**config.mk**
```make
export PLATFORM = sky130hd
export DESIGN_NAME = telnet_iac_filter_unit
export DESIGN_NICKNAME = d
export VERILOG_FILES = /design/src/hdl/tif_pkg.sv /design/src/hdl/tif_parser.sv /design/src/hdl/telnet_iac_filter_unit.sv
export SDC_FILE = /design/constraint.sdc
export NUM_CORES = 1
export LEC_CHECK = 0
export BUFFER_PORTS_ARGS = -buffer_cell sky130_fd_sc_hd__buf_4
export CORE_MARGIN = 1
export CORE_UTILIZATION = 35
export CTS_CLUSTER_SIZE = 8
export DETAILED_ROUTE_END_ITERATION = 16
export PLACE_DENSITY_LB_ADDON = 0.25
export SYNTH_ARGS = -nofsm -noshare
export SYNTH_HDL_FRONTEND = slang
export SYNTH_SLANG_ARGS = --single-unit
export TNS_END_PERCENT = 5
```
**constraint.sdc**
```tcl
create_clock -name i_clk -period 2.4 [get_ports i_clk]
set_input_delay 0.72 -clock i_clk [delete_from_list [all_inputs] [get_ports i_clk]]
set_output_delay 0.72 -clock i_clk [all_outputs]
set_load 0.05 [all_outputs]
```
**src/hdl/tif_pkg.sv**
```systemverilog
// ----------------------------------------------------------------------------
// tif_pkg
// Shared codes and types for the Telnet IAC filter: command bytes, parser
// modes, pending reply kinds and the parser-to-buffer emit record.
// ----------------------------------------------------------------------------
package tif_pkg;

    // telnet command bytes
    localparam logic [7:0] CODE_IAC  = 8'd255;
    localparam logic [7:0] CODE_SE   = 8'd240;
    localparam logic [7:0] CODE_SB   = 8'd250;
    localparam logic [7:0] CODE_WILL = 8'd251;
    localparam logic [7:0] CODE_WONT = 8'd252;
    localparam logic [7:0] CODE_DO   = 8'd253;
    localparam logic [7:0] CODE_DONT = 8'd254;
    localparam logic [7:0] DATA_FF   = 8'hFF;

    // result destinations
    localparam logic DEST_APP  = 1'b0;
    localparam logic DEST_PEER = 1'b1;

    // parser mode
    typedef enum logic [2:0] {
        MODE_DATA    = 3'd0,
        MODE_CMD     = 3'd1,
        MODE_OPT     = 3'd2,
        MODE_SUB     = 3'd3,
        MODE_SUB_IAC = 3'd4
    } t_mode;

    // reply owed once the option byte arrives
    typedef enum logic [1:0] {
        REPLY_NONE = 2'd0,
        REPLY_WONT = 2'd1,
        REPLY_DONT = 2'd2
    } t_reply;

    // what one input beat produces
    typedef struct packed {
        logic       data;    // one data byte to the application
        logic       reply;   // three-byte reply to the peer
        logic [7:0] verb;    // WONT or DONT for a reply
    } t_emit;

endpackage

```
**src/hdl/tif_parser.sv**
```systemverilog
// ----------------------------------------------------------------------------
// tif_parser
// Telnet command parser state machine. Looks at one byte per accepted beat,
// reports what that byte produces and advances the parse state.
// ----------------------------------------------------------------------------
module tif_parser (
    input  logic            i_clk,
    input  logic            i_rst_n,
    input  logic            i_take,
    input  logic [7:0]      i_byte,
    output tif_pkg::t_emit  o_emit
);
    import tif_pkg::*;

    t_mode  r_mode, n_mode;
    t_reply r_reply, n_reply;

    // state registers
    always_ff @(posedge i_clk) begin
        if (!i_rst_n) begin
            r_mode  <= MODE_DATA;
            r_reply <= REPLY_NONE;
        end else if (i_take) begin
            r_mode  <= n_mode;
            r_reply <= n_reply;
        end
    end

    // next state and emit decode
    always_comb begin
        n_mode  = r_mode;
        n_reply = r_reply;
        o_emit  = '0;
        unique case (r_mode)
            MODE_CMD: begin
                priority if (i_byte == CODE_IAC) begin
                    o_emit.data = 1'b1;
                    n_mode      = MODE_DATA;
                end else if (i_byte == CODE_DO) begin
                    n_reply = REPLY_WONT;
                    n_mode  = MODE_OPT;
                end else if (i_byte == CODE_WILL) begin
                    n_reply = REPLY_DONT;
                    n_mode  = MODE_OPT;
                end else if (i_byte == CODE_WONT || i_byte == CODE_DONT) begin
                    n_reply = REPLY_NONE;
                    n_mode  = MODE_OPT;
                end else if (i_byte == CODE_SB) begin
                    n_mode = MODE_SUB;
                end else begin
                    n_mode = MODE_DATA;
                end
            end
            MODE_OPT: begin
                if (r_reply == REPLY_WONT || r_reply == REPLY_DONT) begin
                    o_emit.reply = 1'b1;
                    o_emit.verb  = (r_reply == REPLY_WONT) ? CODE_WONT : CODE_DONT;
                end
                n_reply = REPLY_NONE;
                n_mode  = MODE_DATA;
            end
            MODE_SUB: begin
                if (i_byte == CODE_IAC) begin
                    n_mode = MODE_SUB_IAC;
                end
            end
            MODE_SUB_IAC: begin
                n_mode = (i_byte == CODE_SE) ? MODE_DATA : MODE_SUB;
            end
            default: begin
                // plain data, also covers unused mode codes
                if (i_byte == CODE_IAC) begin
                    n_mode = MODE_CMD;
                end else begin
                    o_emit.data = 1'b1;
                    n_mode      = MODE_DATA;
                end
            end
        endcase
    end

endmodule

```
**src/hdl/telnet_iac_filter_unit.sv**
```systemverilog
// ----------------------------------------------------------------------------
// telnet_iac_filter_unit
// Telnet IAC stripper with option refusal: data bytes to the application,
// WONT/DONT replies to the peer, on one tagged output stream.
// ----------------------------------------------------------------------------
// One received byte is taken per cycle while o_stall is low. Each byte
// yields no beat, one data beat (dest 0), or a three-beat reply IAC WONT/DONT
// x (dest 1) once the option byte of IAC DO x or IAC WILL x arrives. The
// result buffer holds one item's beats; a new byte is taken when it is empty
// or its last beat leaves in the same cycle, so data flows at one byte per
// cycle while i_stall is low, and a reply holds input until its last beat
// leaves. Output is registered. last_of_run marks each byte's final beat.
module telnet_iac_filter_unit (
    input  logic       i_clk,
    input  logic       i_rst_n,
    // received byte channel
    input  logic       i_valid,
    output logic       o_stall,
    input  logic [7:0] i_in_byte,
    // result channel
    output logic       o_valid,
    input  logic       i_stall,
    output logic       o_dest,
    output logic [7:0] o_out_byte,
    output logic       o_last_of_run
);
    import tif_pkg::*;

    t_emit      w_emit;
    logic       w_take;
    logic       w_out_fire;
    logic [1:0] r_cnt, n_cnt;
    logic       r_reply;
    logic [7:0] r_verb;
    logic [7:0] r_byte;

    // handshake
    assign w_out_fire = o_valid && !i_stall;
    assign o_stall    = !((r_cnt == 2'd0) || (r_cnt == 2'd1 && !i_stall));
    assign w_take     = i_valid && !o_stall;

    tif_parser u_parser (
        .i_clk   (i_clk),
        .i_rst_n (i_rst_n),
        .i_take  (w_take),
        .i_byte  (i_in_byte),
        .o_emit  (w_emit)
    );

    // beats left in the result buffer
    always_comb begin
        n_cnt = r_cnt;
        if (w_take) begin
            if (w_emit.reply) begin
                n_cnt = 2'd3;
            end else if (w_emit.data) begin
                n_cnt = 2'd1;
            end else begin
                n_cnt = 2'd0;
            end
        end else if (w_out_fire) begin
            n_cnt = r_cnt - 2'd1;
        end
    end

    always_ff @(posedge i_clk) begin
        if (!i_rst_n) begin
            r_cnt <= 2'd0;
        end else begin
            r_cnt <= n_cnt;
        end
    end

    // result payload
    always_ff @(posedge i_clk) begin
        if (w_take) begin
            r_reply <= w_emit.reply;
            r_verb  <= w_emit.verb;
            r_byte  <= w_emit.data ? ((i_in_byte == CODE_IAC) ? DATA_FF : i_in_byte)
                                   : i_in_byte;
        end
    end

    // output beat select
    assign o_valid       = (r_cnt != 2'd0);
    assign o_dest        = r_reply ? DEST_PEER : DEST_APP;
    assign o_last_of_run = (r_cnt == 2'd1);
    always_comb begin
        unique case (r_cnt)
            2'd3:    o_out_byte = r_reply ? CODE_IAC : r_byte;
            2'd2:    o_out_byte = r_reply ? r_verb : r_byte;
            default: o_out_byte = r_byte;
        endcase
    end

endmodule

```
### Word-level counts from Yosys, hierarchy flattened

Index checks and enable logic that the tools add are counted.

| cells by class | value |
|---|---|
| shift operators | 0 |
| reduce and logical (&&, ||, !) cells | 16 |
| div/mod/pow operators | 0 |
| bitwise logic cells | 0 |
| muxes and demuxes | 30 |
| add/sub/neg operators | 1 |
| multiply operators | 0 |
| equality and inequality tests | 19 |
| order comparisons | 0 |

Operator list:

| operator | count |
|---|---|
| $eq A8 B8 Y1 const B | 7 |
| $mux W8 | 4 |
| $mux W2 | 11 |
| $mux W9 | 2 |
| $pmux W8 S2 | 1 |
| $mux W3 | 4 |
| $pmux W3 S4 | 1 |
| $eq A2 B2 Y1 const B | 3 |
| $eq A3 B2 Y1 const B | 2 |
| $reduce_bool A2 Y1 | 3 |
| $mux W1 | 5 |
| $eq A2 B1 Y1 const B | 2 |
| $ne A2 B2 Y1 const B | 2 |
| $ne A4 B1 Y1 const B | 1 |
| $pmux W2 S2 | 1 |
| $reduce_and A2 Y1 | 2 |
| $reduce_and A4 Y1 | 1 |
| $eq A3 B1 Y1 const B | 1 |
| $eq A3 B3 Y1 const B | 1 |
| $logic_and A1 B1 Y1 | 3 |
| $logic_or A1 B1 Y1 | 3 |
| $reduce_or A3 Y1 | 1 |
| $logic_not A1 Y1 | 2 |
| $logic_not A2 Y1 | 1 |
| 2 further kinds | 2 |

| word-level totals | value |
|---|---|
| ROM bits | 0 |
| logic and storage cells | 72 |
| memories | 0 |
| memory bits (writable) | 0 |
| bits in registers | 24 |
| bits in latches | 0 |
| output and inout port bits | 12 |
| input bits | 12 |

### Longest topological paths before layout

Gate-level depths: netlist (run 1).

| logic depth | value |
|---|---|
| word-level depth | 7 |
| gate-level depth with buffers | 8 |
| gate-level depth less buffers | 7 |

### Modules after synthesis

Synthesis (run 1) repeated with hierarchy kept, for this count alone.

| unflattened totals | value |
|---|---|
| cells, all modules | 139 |
| area total of the unflattened synthesis | 1448.9 um^2 |

Modules (own cells, without submodules):

| module | seq. area each (um^2) | area each (um^2) | cells an instance | times used |
|---|---|---|---|---|
| telnet_iac_filter_unit | 550.5 | 908.4 | 69 | 1 |
| tif_parser | 100.1 | 540.5 | 70 | 1 |

### Worst setup path after synthesis (run 1)

OpenSTA, ideal clock, no wires.

| path | value |
|---|---|
| path type | flip-flop to output port |
| start | register r_reply |
| end | output o_out_byte[2] |
| buffers on the path | 2 |
| arrival time | 1.841 ns |
| path slack | -0.161 ns |
| cell stages (with the launch flop) | 7 |
| required time | 1.680 ns |
| cell sequence | edfxtp_1 > buf_2 > nand2_1 > or2_2 > clkbuf_1 > o21a_1 > o22a_1 |

| on the way | value |
|---|---|
| longest elaborated chain between the ends | 2 |
| elaborated cells on any way between the ends | 3 |
| those cells by class | mux: 3 |

RTL lines:

| what | RTL line | source |
|---|---|---|
| start, declared | telnet_iac_filter_unit.sv:33 | `logic r_reply;` |
| start signal, assigned | telnet_iac_filter_unit.sv:77 | `r_reply <= w_emit.reply;` |
| $mux W8, on equally long branches | telnet_iac_filter_unit.sv:91, telnet_iac_filter_unit.sv:90 |  |
| $pmux W8 S2 * | telnet_iac_filter_unit.sv:89 | `unique case (r_cnt)` |
| end, declared | telnet_iac_filter_unit.sv:24 | `output logic [7:0] o_out_byte,` |

Every way passes the cells marked *; elsewhere a longest branch is shown, timed or not.

### Final worst setup path (run 1)

| path | value |
|---|---|
| start | register r_cnt[0] |
| end | output o_out_byte[7] |

| on the way | value |
|---|---|
| longest elaborated chain between the ends | 2 |
| elaborated cells on any way between the ends | 3 |
| those cells by class | eq/ne: 2; mux: 1 |

RTL lines:

| what | RTL line | source |
|---|---|---|
| start, declared | telnet_iac_filter_unit.sv:32 | `logic [1:0] r_cnt, n_cnt;` |
| start signal, assigned | telnet_iac_filter_unit.sv:70 | `r_cnt <= n_cnt;` |
| $eq A2 B2 Y1 | telnet_iac_filter_unit.sv:89 |  |
| $pmux W8 S2 * | telnet_iac_filter_unit.sv:89 |  |

Marked as above.

==> results of run 1 <==
[worst register-to-register path: stages, from the launching register on]
cell and delay [ns]:
dfxtp_2 0.39, inv_1 0.08, ha_1 0.20, and2b_2 0.22
o21ai_1 0.21, buf_4 0.19, a211oi_2 0.05, and3_1 0.19
a31o_1 0.17
[layer usage]
layer | up-vias | routed length (µm) | track usage
li1 | 475 | - | -
met2 | 30 | 1150 | 0.256
met4 | 0 | 39 | 0.0510
met1 | 438 | 1010 | 0.180
met3 | 4 | 94 | 0.0131
met5 | - | 0 | 0
[Yosys cell counts, types with 2 or more instances]
| library cell | number | area, µm² |
|---|---|---|
| ha_1 | 5 | 62.6 |
| clkbuf_1 | 8 | 30.0 |
| inv_1 | 5 | 18.8 |
| a31oi_1 | 3 | 18.8 |
| nor2b_1 | 2 | 12.5 |
| nand2b_1 | 2 | 12.5 |
| nor4_1 | 2 | 12.5 |
| nor3_1 | 3 | 15.0 |
| nor2_1 | 5 | 18.8 |
| o211ai_1 | 3 | 22.5 |
| nand2_1 | 9 | 33.8 |
| and3_1 | 3 | 18.8 |
| edfxtp_1 | 11 | 330 |
| o21a_1 | 6 | 45.0 |
| buf_2 | 4 | 20.0 |
| o21ai_0 | 6 | 30.0 |
| and3_2 | 2 | 15.0 |
| dfxtp_1 | 7 | 140 |
| nand3_1 | 2 | 10.0 |
| a21oi_1 | 4 | 20.0 |
| o22a_1 | 8 | 70.1 |
[cell families after synthesis]
| family | synth area share |
|---|---|
| compound gates | 0.252 |
| simple gates | 0.187 |
| buf+inv | 0.0865 |
| flops | 0.412 |
| fa+ha+maj | 0.0548 |
| xor+xnor | 0.00767 |
[layout make-up]
cell class	count	share of cell area
well taps	44	0.0379
repair buffers	28	0.160
clock inverters	1	0.00258
inverters	5	0.0146
flip-flops and latches	18	0.327
clock buffers	3	0.0155
multi-input cells	84	0.442
[sequential cells by signal, summed over array words and instances, names as in the netlist]
| signal | count |
|---|---|
| r_byte | 8 |
| u_parser.r_mode | 3 |
| r_reply | 1 |
| u_parser.r_reply | 2 |
| r_cnt | 2 |
| r_verb | 2 |
[per-stage QoR]
step | cells | setup slack, ns | setup TNS (ns) | hold slack (ns)
after floorplan | 122 | -0.0256 | -0.138 | 0.449
after global placement | 177 | 0.191 | 0 | 0.462
after detailed placement | 177 | 0.144 | 0 | 0.472
after CTS | 181 | 0.0196 | 0 | 0.490
after global routing | 183 | -0.0295 | -0.121 | 0.504
final | 183 | 0.0408 | 0 | 0.484
[power by group]
part | total (µW) | switching [µW] | internal, µW
sequential | 404 | 32.7 | 371
clock | 142 | 82.0 | 60.3
combinational | 474 | 288 | 186
[path summary, 6_finish.rpt]
check	startpoint	end	slack [ns]	depth (start not counted)
worst max register to register	r_cnt[1]	u_parser.r_reply[1]	0.60	8
worst min-delay path	u_parser.r_reply[1]	u_parser.r_reply[1]	0.48	1
worst min register to register	u_parser.r_reply[1]	u_parser.r_reply[1]	0.48	1
worst max-delay path	r_cnt[0]	o_out_byte[7]	0.04	7
[what timing repair did]
| item | 4_1_cts | 5_1_grt |
|---|---|---|
| pin swaps | 0 | 2 |
| gates cloned | 0 | 0 |
| setup endpoints to repair | 7 | 5 |
| resized for setup | 11 | 4 |
| setup buffers | 0 | 2 |
==> impl_metrics.py, run 1 <==
metrics = {
    "setup_path": {
        "crit_path_max_incr_delay_ns": 0.37,
        "path_cells": "inv_4, ha_4, nand2_4, or2_4, o21a_1, o22a_4, buf_8",
        "crit_required_ns": 1.68,
        "critPathArrivalTime_ns": 1.64,
        "critPathCaptureType": "output pin",
        "crit_fanout": 6,
        "worstSetupPathType": "register to output pin",
        "critPathBufInv": 2,
        "crit_path_start_kind": "register",
        "crit_family": "flip-flops",
        "slowest_stage": "dfxtp_4",
    },
    "clock_tree": {
        "clock-sinks": 18,
        "cts_tree": "done",
        "clockBufferDepth": 2,
        "worstSkewPairLatency_ns": 0.28,
        "cts-hold-fix-buffers": 0,
        "cts_root_buf": "clkbuf_4",
        "numCtsBuffers": 3,
        "clkTransAtPathRegs_ns": 0.09,
        "cts_max_level": 1,
    },
    "synth": {
        "ys_seq_area_frac": 0.412,
        "synthFlopType": "edfxtp_1",
        "netlist_area_um2": 1140,
        "netlist_instances": 122,
        "ys_warn_count": 0,
        "syn_nets": 139,
        "ys_async_sr_fraction": 0,
        "synth-edff-count": 11,
        "synth.distinct_cells": 43,
        "synth.avg_cell_area_um2": 9.36,
        "synth-seq-cells": 18,
    },
    "sta": {
        "max_freq_ghz": 0.424,
        "fin_crit_ns": 2.36,
        "report.final.slew_viol_count": 0,
        "tightestPinTransition_ns": 0.730,
        "period_share": 0.983,
        "clock_skew_ns": 0.000874,
        "hold_viol": 0,
        "max-slew-margin-rel": 0.507,
        "rsz0062_at_grt": "true",
        "setup_viol": 0,
    },
    "grt": {
        "grt_pass1_wl_um": 3800,
        "antenna_found_initial": 0,
        "grt.total_usage": 0.144,
        "grt_max_degree": 16,
        "grt_pass1_vias": 863,
        "grt_remaining_overflow": 0,
    },
    "floorplanning": {
        "die_area_um2": 3500,
        "fp.coreArea_um2": 3080,
        "die_h_um": 59.1,
        "initial_utilization": 0.371,
        "rows": 20,
        "pin_count": 24,
        "dieWidth_um": 59.1,
    },
    "outcome": {
        "status": "complete, no violations",
    },
    "power": {
        "vdd_drop_max_mv": 0.305,
        "p_leak_uw": 0.000565,
        "total_power_uw": 1020,
        "power.density_nw_per_um2": 702,
    },
    "routing": {
        "final_antenna_net_count": 0,
        "drc": 0,
        "viasPerCell": 5.17,
        "routed_wl_um": 2290,
        "initialDrtViolationCount": 22,
        "vias": 947,
        "first_pass_iters": 4,
        "wl_per_cell_um": 12.5,
    },
    "finish": {
        "final_area_um2": 1450,
        "drive_above_1_share": 0.360,
        "final_cell_mix": "buf_4, edfxtp_1, nand2_1, o21a_1, o21ai_0",
        "postLayoutCoreUtil": 0.472,
        "nets": 157,
        "fill_cells": 294,
        "layout_commonest_cell": "buf_4",
        "diodes": 0,
        "multiInputGateArea_um2": 642,
        "syn_to_final_growth_pct": 27.2,
        "ff_latch_area_um2": 475,
    },
    "placed_design": {
        "gp_congestion": 0.867,
        "port_buffers": 23,
        "hpwl_um": 1760,
        "dpl_cell_area_um2": 1360,
    },
    "min_path": {
        "min_path_type": "register to register",
    },
    "run": {
        "maxCapViolCount": 0,
    },
}
Note: power is estimated with default switching activity, not from simulation.
==> run 2, diff against run 1 <==
CELL_PAD_IN_SITES_DETAIL_PLACEMENT = 0   (was unset)
CELL_PAD_IN_SITES_GLOBAL_PLACEMENT = 2   (was unset)
CORE_UTILIZATION = 29   (was 35)
clock period = 1.9 ns   (was 2.4 ns; I/O delays follow)
==> impl_metrics.py, run 2 (synthesis results as in run 1) <==
metrics = {
    "outcome": {
        "status": "finished, violations left",
        "failed_checks": "setup timing",
    },
    "finish": {
        "syn_to_final_growth_pct": 39.2,
        "ff_latch_area_um2": 473,
        "diodes": 0,
        "largest_register": "r_byte",
        "reg_top3": "r_byte x8, u_parser.r_mode x3",
        "layout_commonest_cell": "buf_4",
        "multiInputGateArea_um2": 676,
        "final_area_um2": 1590,
        "nets": 162,
        "largest_reg_flops": 8,
        "drive_above_1_share": 0.417,
        "final_cell_mix": "buf_4, edfxtp_1, nand2_1",
        "fill_cells": 374,
    },
    "sta": {
        "worst_slack_ns": -0.192,
        "report.final.slew_viol_count": 0,
        "max_freq_ghz": 0.478,
        "period_share": 1.10,
        "max-slew-margin-rel": 0.670,
        "clock_skew_ns": 0.00189,
        "rsz0062_at_grt": "true",
        "tightestPinTransition_ns": 0.495,
        "fin_crit_ns": 2.09,
        "fin_tns_setup_ns": -1.41,
        "setup_viol": 9,
        "hold_viol": 0,
    },
    "setup_path": {
        "reg2reg_from": "r_cnt[1]",
        "crit_required_ns": 1.33,
        "critPathBufInv": 2,
        "r2r_end": "u_parser.r_reply[1]",
        "crit_family": "flip-flops",
        "rr_worst_depth": 9,
        "path_cells": "inv_2, ha_4, nand2_4, or2_4, o21a_1, o22a_4, buf_8",
        "worstSetupPathType": "register to output pin",
        "slowest_stage": "dfxtp_2",
        "critPathArrivalTime_ns": 1.52,
        "crit_fanout": 6,
        "crit_path_max_incr_delay_ns": 0.33,
        "crit_path_start_kind": "register",
        "reg2reg_slack_ns": 0.13,
        "critPathCaptureType": "output pin",
    },
    "clock_tree": {
        "numCtsBuffers": 3,
        "cts_setup_buffers": 0,
        "cts_root_buf": "clkbuf_8",
        "clock-sinks": 18,
        "clkTransAtPathRegs_ns": 0.07,
        "clockBufferDepth": 2,
        "worstSkewPairLatency_ns": 0.25,
        "cts_max_level": 1,
        "cts_tree": "done",
        "cts-hold-fix-buffers": 0,
    },
    "routing": {
        "final_antenna_net_count": 0,
        "initialDrtViolationCount": 34,
        "viasPerCell": 5.04,
        "drc": 0,
        "first_pass_iters": 4,
        "wl_per_cell_um": 13.0,
        "routed_wl_um": 2490,
        "vias": 967,
    },
    "min_path": {
        "holdPathEnd": "u_parser.r_reply[1]",
        "min_path_type": "register to register",
        "holdPathStages": 1,
        "min_from": "u_parser.r_reply[1]",
    },
    "grt": {
        "grt_remaining_overflow": 0,
        "met3_usage": 0.0211,
        "gr-max-usage-layer": "met2",
        "use_met2": 0.216,
        "grt_max_degree": 16,
        "grt_pass1_wl_um": 4170,
        "grt.total_usage": 0.129,
        "grt_pass1_vias": 925,
        "antenna_found_initial": 0,
        "met1_usage": 0.166,
    },
    "floorplanning": {
        "initial_utilization": 0.307,
        "rows": 22,
        "pin_count": 24,
        "die_area_um2": 4190,
        "dieWidth_um": 64.8,
        "fp.coreArea_um2": 3720,
        "die_h_um": 64.8,
    },
    "placed_design": {
        "port_buffers": 23,
        "dpl_cell_area_um2": 1430,
        "hpwl_um": 1910,
        "gp_congestion": 0.736,
    },
    "power": {
        "power.density_nw_per_um2": 928,
        "p_leak_uw": 0.000616,
        "vdd_drop_max_mv": 0.290,
    },
    "run": {
        "maxCapViolCount": 0,
    },
}
run 2: area by class of cell:
class | count | area share
Clock buffer | 4 | 0.0346
Inverter | 5 | 0.0118
Multi-Input combinational cell | 84 | 0.425
Sequential cell | 18 | 0.297
Tap cell | 48 | 0.0378
Timing Repair Buffer | 33 | 0.194
run 2: what timing repair did:
item,in CTS,in global routing
pin swaps,9,2
resized for setup,22,6
setup endpoints to repair,9,27
run 2: power by group:
group          leakage (µW)  internal [µW]  switching [µW]
combinational      0.000423            279             384
sequential         0.000164            468            36.8
clock             0.0000288            184             125
run 2: worst max path at each step:
stage	start	to	slack [ns]	depth (start not counted)
after floorplan	r_reply	o_out_byte[2]	-0.31	6
after global placement	r_cnt[0]	o_out_byte[2]	-0.04	7
after detailed placement	r_cnt[0]	o_out_byte[3]	-0.07	7
after CTS	r_cnt[0]	o_out_byte[3]	-0.21	7
after global routing	r_cnt[0]	o_out_byte[3]	-0.24	7
final	r_cnt[0]	o_out_byte[3]	-0.19	7
run 2: routing by layer:
metal	vias up	routed length, µm
li1	486	-
met1	460	1190
met2	19	1210
met3	2	71
met4	0	18
met5	-	0
run 2: stage by stage:
step                total power (µW)  utilization  setup WS (ns)  instances  hold slack [ns]
floorplan                        934            -         -0.308        122            0.449
global placement                1090        0.384        -0.0410        188            0.463
detailed placement              1090        0.384        -0.0655        188            0.462
CTS                             1470        0.421         -0.211        192            0.480
global route                    1550        0.428         -0.244        192            0.494
finish                          1480        0.428         -0.192        192            0.472
